$ cat src/sv/plat_ram.sv
// ----------------------------------------------------------------------------
// plat_ram: generic simple dual-port RAM
// One write port, one read port, read data registered.
// ----------------------------------------------------------------------------
`default_nettype none

module plat_ram #(
  parameter int Width = 32,
  parameter int Depth = 16
) (
  input  wire logic                     clk_i,
  input  wire logic                     we_i,
  input  wire logic [$clog2(Depth)-1:0] waddr_i,
  input  wire logic [Width-1:0]         wdata_i,
  input  wire logic [$clog2(Depth)-1:0] raddr_i,
  output logic      [Width-1:0]         rdata_o
);

  logic [Width-1:0] mem_q [Depth];

  always_ff @(posedge clk_i) begin
    if (we_i) begin
      mem_q[waddr_i] <= wdata_i;
    end
    rdata_o <= mem_q[raddr_i];
  end

endmodule

`default_nettype wire

$ cat config.mk
export PLATFORM = sky130hd
export DESIGN_NAME = plat_ram
export DESIGN_NICKNAME = d
export VERILOG_FILES = /design/src/sv/plat_ram.sv
export SDC_FILE = /design/constraint.sdc
export NUM_CORES = 1
export LEC_CHECK = 0
export ABC_CLOCK_PERIOD_IN_PS = 5300
export BUFFER_PORTS_ARGS = -buffer_cell sky130_fd_sc_hd__buf_4
export CORE_UTILIZATION = 60
export CTS_CLUSTER_DIAMETER = 50
export DETAILED_ROUTE_END_ITERATION = 16
export PLACE_DENSITY = 0.85
export SYNTH_ARGS = -nofsm -noshare
export SYNTH_HDL_FRONTEND = slang
export SYNTH_SLANG_ARGS = --single-unit
$ cat constraint.sdc
create_clock -name clk_i -period 5.3 [get_ports clk_i]
set_input_delay 0.265 -clock clk_i [delete_from_list [all_inputs] [get_ports clk_i]]
set_output_delay 0.265 -clock clk_i [all_outputs]
set_load 0.02 [all_outputs]
==> results list <==
- Global router's overall resource usage: approximately a quarter
- The initial utilization of the core area, before any placement, comes to 61.0%.
- Hold Crit Class: in2reg
* Number of maximum-capacitance constraint violations: 0
- The floorplan step set the die width to between 150 and 200 um.
- The number of antenna violations at the first check in global routing is 0.
- Sequential share of the synthesized area: 80.7%
- The commonest cells after synthesis are sky130_fd_sc_hd__edfxtp_1, sky130_fd_sc_hd__mux4_2, sky130_fd_sc_hd__a22oi_1, sky130_fd_sc_hd__nand2_1, sky130_fd_sc_hd__dfxtp_1.
- For the final routed database, the setup TNS stands at 0 ns.
- In this run, the combinational gates consume approximately 5.6% of the power.
* Syn-to-layout area delta: 15.2%
- The design draws 8.75 mW.
* Vertical die dimension: 184 um
- Counting flops with an async set or reset pin after synthesis yields a share of 0%.
- Post-cts repair resize count: 0
* Final hold slack: 0.0211 ns
* Cell internal power dissipation: between 6 and 7 mW
- Proportion of layout cells with a drive suffix above 1: 30.4%
- Grt ovf: 0
* Floorplan Core Area: around 33000 sq um
* Clock sink count: 544
* Fin nets: around 1000
- The floorplan step defined a die boundary enclosing 33800 sq um.
- Number of routed nets with antenna violations: 0
* Instance count of the mapped netlist: ~840
- The congestion estimate from routability-driven global placement came to between 0.7 and 0.8.
- Cell Count Post-Placement: 1332
- Slew margin rel.: a little under a third
- The worst-case IR drop observed on VDD is approximately 0.00027 V.
- Clock network fraction of design power: 39.1%
- Residual DRC: 0
- Pin count of the biggest net entering global routing: 69
- Clock tree synthesis inserted a total of 50 buffers.
- The finished cells cover about 23000 sq um.
- For the worst setup path, the data arrival time is about 2.4 ns.
- A synthesized cell averages around 24 sq um.
- Post-synth top flop: sky130_fd_sc_hd__edfxtp_1
- The floorplan has 66 rows.
* Worst slew pin tran: approximately 1.0 ns
* Root Buffer: sky130_fd_sc_hd__clkbuf_16
- CTS Hold Buffers Added: 27
- Setup violations remaining at the end of the flow were counted as 0.
* Netlist Area Pre-Place: between 15000 and 20000 sq um
* Setup repair after global routing missed its margin: no
- Count of port buffers added during placement: 73
- Synthesis instantiated 18 different standard cells from the library.
- Power spread over the standard cell area amounts to 382 nW/um^2.
- For this run, the top clock speed supported by timing is 504 MHz.
- Net switching power figure: around 1.8 mW
* Crit end category: register
- Clock-pin slew reported for the worst setup and hold paths after clock tree synthesis: ~0.060 ns
* Data required, critical path: 5.73 ns
- Result of the run: finished, final reports clean
- The worst setup path is launched from an input port.
- Number of fillers in the final layout: 1876
- Of the available clock period, the critical path in the final layout requires between 30% and 40%.
- Startpoint-to-endpoint class of the critical path: in2reg
* First-iteration detailed-routing DRC count: between 1000 and 1500
* Number of hold violations in the final report: 0
- Detailed placement ended at an HPWL of roughly 20000 um.
* Via count of the first global-routing pass: just under 10000
* Skew final: 0.00954 ns
* Mean number of vias per cell: between 6 and 7
- Number of antenna repair diodes: 0
- Fin crit period: between 1.5 and 2 ns
- For this run, the detailed router's first-pass iteration total came to 5.
* Number of I/O pins: 74
- The share of total power dissipated in sequential elements is between 50 and 60%.
- Synthesis Warnings: 0
* Ranking of synthesized cells by area: sky130_fd_sc_hd__edfxtp_1, sky130_fd_sc_hd__mux4_2, sky130_fd_sc_hd__dfxtp_1
* Net count of the mapped netlist: 880
- The biggest area contributor in the post-synthesis netlist is sky130_fd_sc_hd__edfxtp_1.
* Critical path fanouts, max: 63
- The top cell type by area accounts for roughly 77% of the synthesized area.
- The count of cells in the finished layout, fillers not included, comes to between 1000 and 1500.
- Longest Clk Path Bufs: 3
* Vias post-DR: about 9400
- The number of max-slew violations in the final report was 0.
- Leak: approximately 7.4 nW
- The synthesized design contains about 510 enable-type register cells.
- Global-route wire length before repair: between 60000 and 70000 um
- The H-tree was split into 2 levels.
* Fraction of power spent switching nets: between 20% and 30%
- Counting flops and latches in the post-synthesis netlist gives 544.
- Most frequent cell after synthesis: sky130_fd_sc_hd__edfxtp_1
- TritonCTS built the clock tree.
* Buffers inserted by post-CTS timing repair: 0
- Drt total wl: 43100 um
* Latest clock arrival within the worst-skew pair: about 0.56 ns
- Mean routed wirelength per cell: around 30 um
- Cell area after placement: 21100 sq um
metal layers:
layer	vias to the layer above	global-route usage [%]	share of wire (%)
met2	557	45.8	53
met5	-	0	0
met1	4889	34.5	36
li1	3823	-	-
met3	103	4.44	8.4
met4	0	10.1	2.9
through the flow:
step,utilization (%),setup slack (ns)
4_1_cts,70.3,3.24
6_report,70.3,3.32
3_5_place_dp,64.7,2.67
2_1_floorplan,-,1.86
5_1_grt,70.3,3.14
3_3_place_gp,64.7,2.79
worst max-delay path: stages:
cell and delay, ns:
sky130_fd_sc_hd__buf_4 0.69, sky130_fd_sc_hd__buf_4 0.60, sky130_fd_sc_hd__mux4_2 0.41, sky130_fd_sc_hd__a22oi_1 0.27
sky130_fd_sc_hd__nand2_1 0.10
sequential cells by signal, indices dropped and copies added, names as in the netlist:
name / cells
mem_q: 512
rdata_o: 32
power groups by stage:
stage | sequential, mW | clock (mW) | combinational (mW)
finish | 4.84 | 3.42 | 0.486
CTS | 4.85 | 3.45 | 0.489
global placement | 4.92 | 0 | 0.448
floorplan | 4.96 | 0 | 0.231
global route | 4.85 | 3.61 | 0.515
detailed placement | 4.93 | 0 | 0.465
kinds of logic (layout without fill, tap and decap cells):
family                 count (synthesis)  count (layout)  share of synthesized area (%)
buffers and inverters                 43             213                           1.12
multiplexers                         128             128                           14.5
flip-flops                           544             544                           80.7
AO/OA/AOI/OAI                         64              64                           2.42
AND/OR/NAND/NOR                       59              59                           1.27
area by class of cell:
cell class	count	area [sq um]	area share, %
flip-flops and latches	544	16000	70.0
multi-input cells	251	3750	16.4
clock buffers	70	1410	6.17
repair buffers	122	1000	4.38
well taps	442	553	2.42
clock inverters	21	138	0.602
cells in the final DEF, fill, tap and decap left out, types with 2 or more instances in the layout:
master / count
sky130_fd_sc_hd__clkbuf_1: 15
sky130_fd_sc_hd__nand3b_1: 2
sky130_fd_sc_hd__nor2_4: 13
sky130_fd_sc_hd__nand2_1: 33
sky130_fd_sc_hd__dfxtp_1: 32
sky130_fd_sc_hd__a22oi_1: 64
sky130_fd_sc_hd__mux4_2: 128
sky130_fd_sc_hd__nand2b_1: 2
sky130_fd_sc_hd__nor3_2: 4
sky130_fd_sc_hd__clkbuf_8: 3
sky130_fd_sc_hd__clkinv_1: 14
sky130_fd_sc_hd__clkbuf_16: 53
sky130_fd_sc_hd__nor2b_4: 2
sky130_fd_sc_hd__edfxtp_1: 512
sky130_fd_sc_hd__clkinv_2: 5
sky130_fd_sc_hd__buf_4: 93
sky130_fd_sc_hd__dlygate4sd3_1: 27
sky130_fd_sc_hd__bufinv_16: 2
worst paths after layout:
check,slack [ns],to,depth (start not counted),start
max reg2reg,3.82,rdata_o[3],3,mem_q[3][3]
min,0.02,mem_q[12][17],1,wdata_i[17]
min reg2reg,0.67,rdata_o[7],3,mem_q[14][7]
max,3.32,rdata_o[14],5,raddr_i[1]
(Power assumes the default switching activity.)
