<file path="config.mk">
export PLATFORM = sky130hd
export DESIGN_NAME = plat_div
export DESIGN_NICKNAME = d
export VERILOG_FILES = /design/src/sv/plat_pkg.sv /design/src/sv/plat_div.sv
export SDC_FILE = /design/constraint.sdc
export NUM_CORES = 1
export LEC_CHECK = 0
export BUFFER_PORTS_ARGS = -buffer_cell sky130_fd_sc_hd__buf_2
export CELL_PAD_IN_SITES_DETAIL_PLACEMENT = 1
export CELL_PAD_IN_SITES_GLOBAL_PLACEMENT = 2
export CORE_MARGIN = 2
export CORE_UTILIZATION = 33
export DETAILED_ROUTE_END_ITERATION = 10
export PLACE_DENSITY = 0.85
export SYNTH_ARGS = -nofsm -noshare
export SYNTH_HDL_FRONTEND = slang
export SYNTH_SLANG_ARGS = --single-unit
</file>
<file path="constraint.sdc">
create_clock -name clk_i -period 3.2 [get_ports clk_i]
set_input_delay 0.16 -clock clk_i [delete_from_list [all_inputs] [get_ports clk_i]]
set_output_delay 0.16 -clock clk_i [all_outputs]
set_load 0.02 [all_outputs]
</file>
<file path="src/sv/plat_pkg.sv">
// ----------------------------------------------------------------------------
// plat_pkg: shared definitions for the piecewise-linear access time estimator
// Widths, table geometry, input kind codes and the divider status bundle.
// ----------------------------------------------------------------------------
`default_nettype none

package plat_pkg;

  // Table geometry
  localparam int MaxIntervals = 16;
  localparam int IdxW         = $clog2(MaxIntervals);
  localparam int CoefAddrW    = IdxW + 2;

  // Field widths
  localparam int BoundW       = 22;
  localparam int CoefW        = 32;
  localparam int SizeW        = 32;
  localparam int TimeW        = 48;
  localparam int RatioW       = 32;
  localparam int ValW         = 64;

  // Fixed-point layout
  localparam int CoefFracBits  = 8;
  localparam int KbShift       = 10;
  localparam int TimeShift     = KbShift + CoefFracBits;
  localparam int RatioFracBits = 16;
  localparam int StepW         = $clog2(RatioW);

  typedef logic [IdxW-1:0]   idx_t;
  typedef logic [ValW-1:0]   val_t;
  typedef logic [RatioW-1:0] ratio_t;
  typedef logic [TimeW-1:0]  time_t;

  localparam time_t TimeMax = '1;

  // Input item kinds
  localparam logic [1:0] KindQuery = 2'd0;
  localparam logic [1:0] KindBound = 2'd1;
  localparam logic [1:0] KindCoef  = 2'd2;

  // Divider status toward the sequencer
  typedef struct packed {
    logic busy;
    logic done;
  } div_sts_t;

endpackage

`default_nettype wire

</file>
<file path="src/sv/plat_div.sv">
// ----------------------------------------------------------------------------
// plat_div: serial restoring divider for the Q16.16 time ratio
// One quotient bit per cycle; saturates when the quotient needs more bits.
// ----------------------------------------------------------------------------
`default_nettype none

module plat_div (
  input  wire logic              clk_i,
  input  wire logic              rst_ni,
  input  wire logic              start_i,
  input  wire plat_pkg::val_t    num_i,
  input  wire plat_pkg::val_t    den_i,
  output plat_pkg::div_sts_t     sts_o,
  output plat_pkg::ratio_t       quot_o
);

  logic                             busy_q, busy_d;
  logic                             done_q, done_d;
  logic [plat_pkg::StepW-1:0]       cnt_q, cnt_d;
  plat_pkg::val_t                   rem_q, rem_d;
  plat_pkg::val_t                   den_q, den_d;
  plat_pkg::ratio_t                 qn_q, qn_d;

  plat_pkg::val_t                   rem_init;
  logic [plat_pkg::ValW:0]          rem_sh;
  logic [plat_pkg::ValW:0]          rem_sub;
  logic                             ge;

  // Integer part of the ratio must fit in the integer bits of the result
  assign rem_init = num_i >> (plat_pkg::RatioW - plat_pkg::RatioFracBits);
  assign rem_sh   = {rem_q, qn_q[plat_pkg::RatioW-1]};
  assign rem_sub  = rem_sh - {1'b0, den_q};
  assign ge       = (rem_sh >= {1'b0, den_q});

  always_comb begin
    busy_d = busy_q;
    done_d = 1'b0;
    cnt_d  = cnt_q;
    rem_d  = rem_q;
    den_d  = den_q;
    qn_d   = qn_q;
    if (start_i) begin
      den_d = den_i;
      cnt_d = '0;
      if (rem_init >= den_i) begin
        // saturate at once
        qn_d   = '1;
        done_d = 1'b1;
      end else begin
        rem_d  = rem_init;
        qn_d   = plat_pkg::ratio_t'(num_i << plat_pkg::RatioFracBits);
        busy_d = 1'b1;
      end
    end else if (busy_q) begin
      rem_d = ge ? rem_sub[plat_pkg::ValW-1:0] : rem_sh[plat_pkg::ValW-1:0];
      qn_d  = {qn_q[plat_pkg::RatioW-2:0], ge};
      cnt_d = cnt_q + 1'b1;
      if (cnt_q == plat_pkg::StepW'(plat_pkg::RatioW - 1)) begin
        busy_d = 1'b0;
        done_d = 1'b1;
      end
    end
  end

  always_ff @(posedge clk_i or negedge rst_ni) begin
    if (!rst_ni) begin
      busy_q <= 1'b0;
      done_q <= 1'b0;
      cnt_q  <= '0;
    end else begin
      busy_q <= busy_d;
      done_q <= done_d;
      cnt_q  <= cnt_d;
    end
  end

  always_ff @(posedge clk_i) begin
    rem_q <= rem_d;
    den_q <= den_d;
    qn_q  <= qn_d;
  end

  assign sts_o.busy = busy_q;
  assign sts_o.done = done_q;
  assign quot_o     = qn_q;

endmodule

`default_nettype wire

</file>
==> results of run 1 <==
[tightest hold or removal path, stage by stage]
cell	delay (ps)
buf_2	80
mux2i_1	60
o21ai_1	70
[worst paths after layout]
check / start / slack (ps) / depth (start not counted) / end
worst min register to register: cnt_q[4] / 560 / 2 / cnt_q[4]
worst max-delay path: rem_q[3] / -60 / 12 / rem_q[59]
min in group asynchronous: rst_ni / 70 / 2 / cnt_q[3]
worst max register to register: rem_q[3] / -60 / 12 / rem_q[59]
max in group asynchronous: rst_ni / 2950 / 2 / cnt_q[0]
worst min-delay path: num_i[13] / 30 / 3 / quot_o[29]
[sequential cells by signal (all words and copies together) (netlist names)]
signal and flops:
den_q 64, quot_o 32, done_q 1, busy_q 1, rem_q 64, cnt_q 5
[placed cells by master (no fill, tap or decap), types with 9 or more instances in the layout]
cell / n
dlygate4sd3_1: 77
or3_1: 10
xor2_1: 17
a21oi_1: 71
nand2b_1: 9
and3_1: 9
nor3_1: 19
a21o_1: 50
nand2_2: 25
o2bb2ai_1: 15
a31oi_1: 33
o21ai_1: 32
buf_12: 12
nand2_1: 114
mux2i_1: 22
o21a_1: 13
buf_6: 17
nand3_1: 28
ha_4: 30
o211ai_1: 12
ha_1: 82
clkbuf_16: 24
xnor2_1: 23
buf_2: 163
o21ai_0: 39
edfxtp_1: 160
inv_1: 137
buf_4: 209
o21bai_1: 19
nor2_1: 74
a21oi_2: 19
nand4_1: 33
[layer usage]
layer / part of all wire / routed length [µm]
met1: 0.45 / 21200
met2: 0.49 / 22900
met3: 0.038 / 1790
met4: 0.024 / 1130
met5: 0 / 0
[logic make-up (layout without fill, tap and decap cells)]
kind of cell	after synthesis	after routing	synth area share
compound gates	405	405	0.221
simple gates	397	399	0.152
buf+inv	211	662	0.0682
flops	167	167	0.394
fa+ha+maj	115	115	0.115
xor+xnor	40	40	0.0278
mux	27	27	0.0221
[synthesized netlist by cell type, types with 4 or more instances]
master       n
a2111oi_0    6
a2111oi_2    4
a211oi_1    10
a21o_1      51
a21oi_1     96
a2bb2oi_1    9
a31oi_1     38
and2_1       8
and3_1      10
and4_1       5
buf_2       25
buf_4        8
clkbuf_1    35
dfrtp_1      7
edfxtp_1   160
ha_1       114
inv_1      140
mux2i_1     23
nand2_1    147
nand2b_1    10
nand3_1     35
nand4_1     33
nor2_1      80
nor2b_1      6
nor3_1      23
nor4_1       7
o211ai_1    12
o21a_1      14
o21ai_0     50
o21ai_1     26
o21bai_1    19
o2bb2ai_1   16
o31ai_1      7
or3_1       11
or4_1        6
xnor2_1     23
xor2_1      17
[where the power goes]
group | internal, W | switching, W | total (W)
logic | 0.00452 | 0.00520 | 0.00972
clock network | 0.00111 | 0.000992 | 0.00210
registers | 0.00296 | 0.000375 | 0.00333
[stage by stage]
stage | hold WS (ps) | setup TNS, ps
after floorplan | -136 | 0
after global placement | 9.99 | -63230
after detailed placement | 10.8 | -78290
after CTS | 4.21 | -33.7
after global routing | 20.4 | -4910
final | 27.9 | -318
[repair_timing]
item,CTS,global route
setup buffers,21,17
gates cloned,1,9
resized for setup,95,162
pin swaps,37,75
setup endpoints to repair,161,159
endpoints found under the hold margin,83,0
hold buffers,77,0
[layout make-up]
| type | instances | area (µm²) |
|---|---|---|
| timing repair buffer | 490 | 3840 |
| clock buffer | 20 | 447 |
| multi-input combinational | 986 | 8000 |
| inverter | 140 | 527 |
| fill | 4300 | 19100 |
| sequential | 167 | 4980 |
| tap | 511 | 639 |
| clock inverter | 12 | 120 |
==> results.yml, run 1 <==
sta:
  rsz0062_at_grt: "yes"
  relSlewSlack: 0.422
  min_period_over_period: 1.02
  worst_slack_ps: -56.8
  slew_violations: 0
  skew_ps: 14.5
  setup_violations: 14
  worstMarginPinSlew_ps: 868
  max_freq_ghz: 0.307
  period_minus_slack_ps: 3260
  timing.final.hold_violations: 0
worst_setup_path:
  cpPeakStageDelay_ps: 410
  crit_arrival_ps: 3530
  crit_buf_inv: 3
  path_cells: "ha_1 -> buf_4 -> a221o_1 -> o211ai_2 -> a31oi_4 -> o31ai_4 -> a2111oi_2 -> buf_4 -> buf_4 -> o31a_1 -> o21a_1 -> o31ai_2"
  crit_fanout: 5
  endpoint_kind: "register"
  crit_slowest_cell: "edfxtp_1"
  critPathTopFamily: "compound AO/OA/AOI/OAI gates"
  cp_common_cell: "buf_4"
  startpoint_type: "register"
  required_ps: 3470
  crit_type: "register to register"
yosys:
  synth_edf_count: 160
  syn_area_um2: 12600
  ys_top_cells_by_area: "edfxtp_1, ha_1, nand2_1"
  syn-mean-instance-area_um2: 9.27
  synthesis.nets: 1608
  yosysTopAreaCell: "edfxtp_1"
  yosysSeqAreaShare: 0.394
  ys_types: 82
  yosys_warnings: 0
  synth_ff_type: "edfxtp_1"
  async_flop_share: 0.0419
  yosys.area.top_type_share: 0.381
  synth-seq-cells: 167
  netlist_instances: 1362
cts:
  root_buffer: "clkbuf_16"
  cts_tree: "yes"
  cts_buffers: 17
  cts_htree_levels: 4
  clock-sinks: 167
  clk_pin_slew_ps: 70
  cts_buffer_depth: 2
  clk_latency_ps: 460
layout:
  syn2layout_area_growth_pct: 46.9
  final_nets: 2048
  final_cells: 2326
  fin_util: 0.492
  drive_above_1_share: 0.352
  fin_area_um2: 18500
  diodes: 0
placed_design:
  place_hpwl_mm: 33.0
  portBuffers: 164
  place.gp.congestion: 0.902
  dpl.cell_count: 2171
  pre_cts_ws_ps: -752
  placed_area_um2: 15400
pwr:
  cellPowerDensity_nw_per_um2: 817
  max-vdd-ir-drop_v: 0.000448
  p_leak_nw: 8.37
  fin_total_pwr_w: 0.0152
drt:
  drc_errors: 0
  vias: 12400
  final_antenna_net_count: 0
  routedWlPerCell_um: 20.2
  drt-pass1-iter-count: 5
  drt_iter0_drc: 639
  routed_wl_mm: 47.0
  avgViaCountPerCell: 5.34
global_route:
  grt_overflow: 0
  grt_pass1_wl_mm: 71.0
  met3_usage: 0.0361
  busiest_layer: "met2"
  grt_use_met1: 0.299
  grt_use_total: 0.229
  met2_usage: 0.392
  grt_max_degree: 70
  grt_antenna_before_repair: 0
  grt_pass1_vias: 13100
die:
  dieArea_um2: 39800
  core_um2: 37700
  rows: 71
  dieHeight_um: 200
  die_w_um: 200
  start_util: 0.335
  ioPinCount: 165
run_status:
  violations: "setup timing"
  status: "finished, violations left"
hold_path:
  hp-class: "input pin to register"
job:
  max-cap-violations: 0
No activity file was read; power rests on OpenSTA's default activity.
==> run 2: changes to the inputs <==
--- a/config.mk
+++ b/config.mk
@@ -8,7 +8,6 @@
 export BUFFER_PORTS_ARGS = -buffer_cell sky130_fd_sc_hd__buf_2
 export CELL_PAD_IN_SITES_DETAIL_PLACEMENT = 1
 export CELL_PAD_IN_SITES_GLOBAL_PLACEMENT = 2
-export CORE_MARGIN = 2
 export CORE_UTILIZATION = 33
 export DETAILED_ROUTE_END_ITERATION = 10
 export PLACE_DENSITY = 0.85
==> results.yml, run 2 (synthesized netlist as in run 1, its figures left out) <==
worst_setup_path:
  crit_type: "register to register"
  startpoint_type: "register"
  critPathTopFamily: "simple AND/OR/NAND/NOR gates"
  crit_slowest_cell: "or4_4"
  endpoint_kind: "register"
  crit_fanout: 6
  crit_buf_inv: 2
  path_cells: "ha_4 -> buf_4 -> nand4_1 -> nor3_2 -> nand4_1 -> or4_4 -> nor2_4 -> a2111oi_4 -> buf_4 -> and3_4 -> a2111oi_0 -> nor3_1"
  required_ps: 3410
  cpPeakStageDelay_ps: 570
  crit_arrival_ps: 3450
pwr:
  power_frac_comb: 0.613
  p_switching_w: 0.00607
  max-vdd-ir-drop_v: 0.000420
  p_leak_nw: 8.16
  clock_power_share: 0.152
  cellPowerDensity_nw_per_um2: 784
  swShare: 0.431
  internal-power_w: 0.00801
  p_seq_frac: 0.235
sta:
  relSlewSlack: 0.574
  min_period_over_period: 1.01
  max_freq_ghz: 0.308
  period_minus_slack_ps: 3240
  worst_slack_ps: -42.4
  worstMarginPinSlew_ps: 640
  setup_violations: 4
  timing.final.hold_violations: 0
  rsz0062_at_grt: "yes"
  slew_violations: 0
  skew_ps: 23.4
drt:
  drc_errors: 0
  routed_wl_mm: 45.5
  drt-pass1-iter-count: 5
  avgViaCountPerCell: 5.30
  wl_met3_mm: 1.69
  wl_met1_mm: 20.8
  drt_iter0_drc: 701
  dr_wl_met2_mm: 22.1
  vias: 12300
  routedWlPerCell_um: 19.6
  final_antenna_net_count: 0
  maxUsedRoutingLayer: "met4"
die:
  start_util: 0.335
  ioPinCount: 165
  core_um2: 37700
  dieArea_um2: 39000
  die_w_um: 198
  dieHeight_um: 198
  rows: 71
run_status:
  violations: "setup timing"
  status: "finished, violations left"
placed_design:
  place.gp.congestion: 0.887
  placed_area_um2: 15400
  pre_cts_ws_ps: -744
  place_hpwl_mm: 32.9
  portBuffers: 164
cts:
  clk_latency_ps: 480
  clock-sinks: 167
  cts_buffers: 17
  root_buffer: "clkbuf_16"
  cts_buffer_depth: 2
  cts_htree_levels: 4
  clk_pin_slew_ps: 80
  cts_tree: "yes"
global_route:
  grt_pass1_vias: 13000
  grt_max_degree: 66
  grt_pass1_wl_mm: 69.7
  grt_overflow: 0
  grt_antenna_before_repair: 0
  grt_use_total: 0.229
layout:
  final_cell_mix: "buf_4, buf_2, edfxtp_1"
  fin_area_um2: 18000
  diodes: 0
  num-fill-cells: 4320
  syn2layout_area_growth_pct: 42.3
  drive_above_1_share: 0.317
  final_nets: 2040
  layout_commonest_cell: "buf_4"
hold_path:
  hp-class: "input pin to register"
job:
  max-cap-violations: 0
run 2: cell types whose count changed in the layout (fill, tap and decap cells not counted), sizes merged:
cell,before,now
buf,406,399
dlygate4sd3,77,80
clkbuf,27,20
inv,142,146
bufinv,1,0
run 2: layout make-up:
type | count | area (µm²) | share of cell area
Timing Repair Buffer | 482 | 3610 | 0.201
Inverter | 140 | 527 | 0.0293
Clock buffer | 17 | 425 | 0.0237
Sequential cell | 167 | 4980 | 0.277
Tap cell | 511 | 639 | 0.0356
Multi-Input combinational cell | 986 | 7600 | 0.423
Clock inverter | 15 | 179 | 0.00996
run 2: power groups by stage:
| stage | Combinational, W | Sequential [W] | Clock [W] |
|---|---|---|---|
| floorplan | 0.00431 | 0.00320 | 0 |
| finish | 0.00863 | 0.00330 | 0.00214 |
| CTS | 0.00785 | 0.00324 | 0.00221 |
| global route | 0.00933 | 0.00335 | 0.00226 |
| detailed placement | 0.00739 | 0.00325 | 0 |
| global placement | 0.00721 | 0.00323 | 0 |
run 2: timing repair:
| item | in CTS | in global routing |
|---|---|---|
| gates cloned | 2 | 4 |
| pin swaps | 17 | 49 |
| hold endpoints to repair | 86 | 0 |
| hold buffers | 80 | 0 |
| gates resized for setup | 51 | 101 |
| buffers inserted | 6 | 20 |
| setup endpoints to repair | 161 | 134 |
run 2: per-stage QoR:
step	utilization	std cells	total power (W)	hold slack [ps]	TNS, ps
floorplan	-	1362	0.00751	-136	0
global placement	0.410	2174	0.0104	6.24	-63340
detailed placement	0.410	2174	0.0106	10.5	-72930
CTS	0.456	2294	0.0133	7.33	-47.5
global route	0.477	2318	0.0149	34.8	-2360
finish	0.477	2318	0.0141	30.9	-91.4
run 2: worst reg2reg max path: stages, from the launching register on:
cell	delay (ps)
edfxtp_1	450
ha_4	320
buf_4	100
nand4_1	190
nor3_2	190
nand4_1	150
or4_4	570
nor2_4	140
a2111oi_4	90
buf_4	170
and3_4	190
a2111oi_0	330
nor3_1	110
run 2: final timing paths:
kind	endpoint	slack [ps]	startpoint	cells past startpoint
worst max-delay path	rem_q[42]	-40	rem_q[25]	12
worst min-delay path	quot_o[21]	30	num_i[5]	3
worst max register to register	rem_q[42]	-40	rem_q[25]	12
worst min register to register	cnt_q[3]	540	cnt_q[3]	2
max in group asynchronous	cnt_q[1]	2970	rst_ni	2
min in group asynchronous	cnt_q[3]	60	rst_ni	2
run 2: per-layer routing:
metal / track usage / up-vias
met2: 0.389 / 263
met1: 0.298 / 6072
li1: - / 5893
met3: 0.0348 / 47
met5: 0 / -
met4: 0.0729 / 0
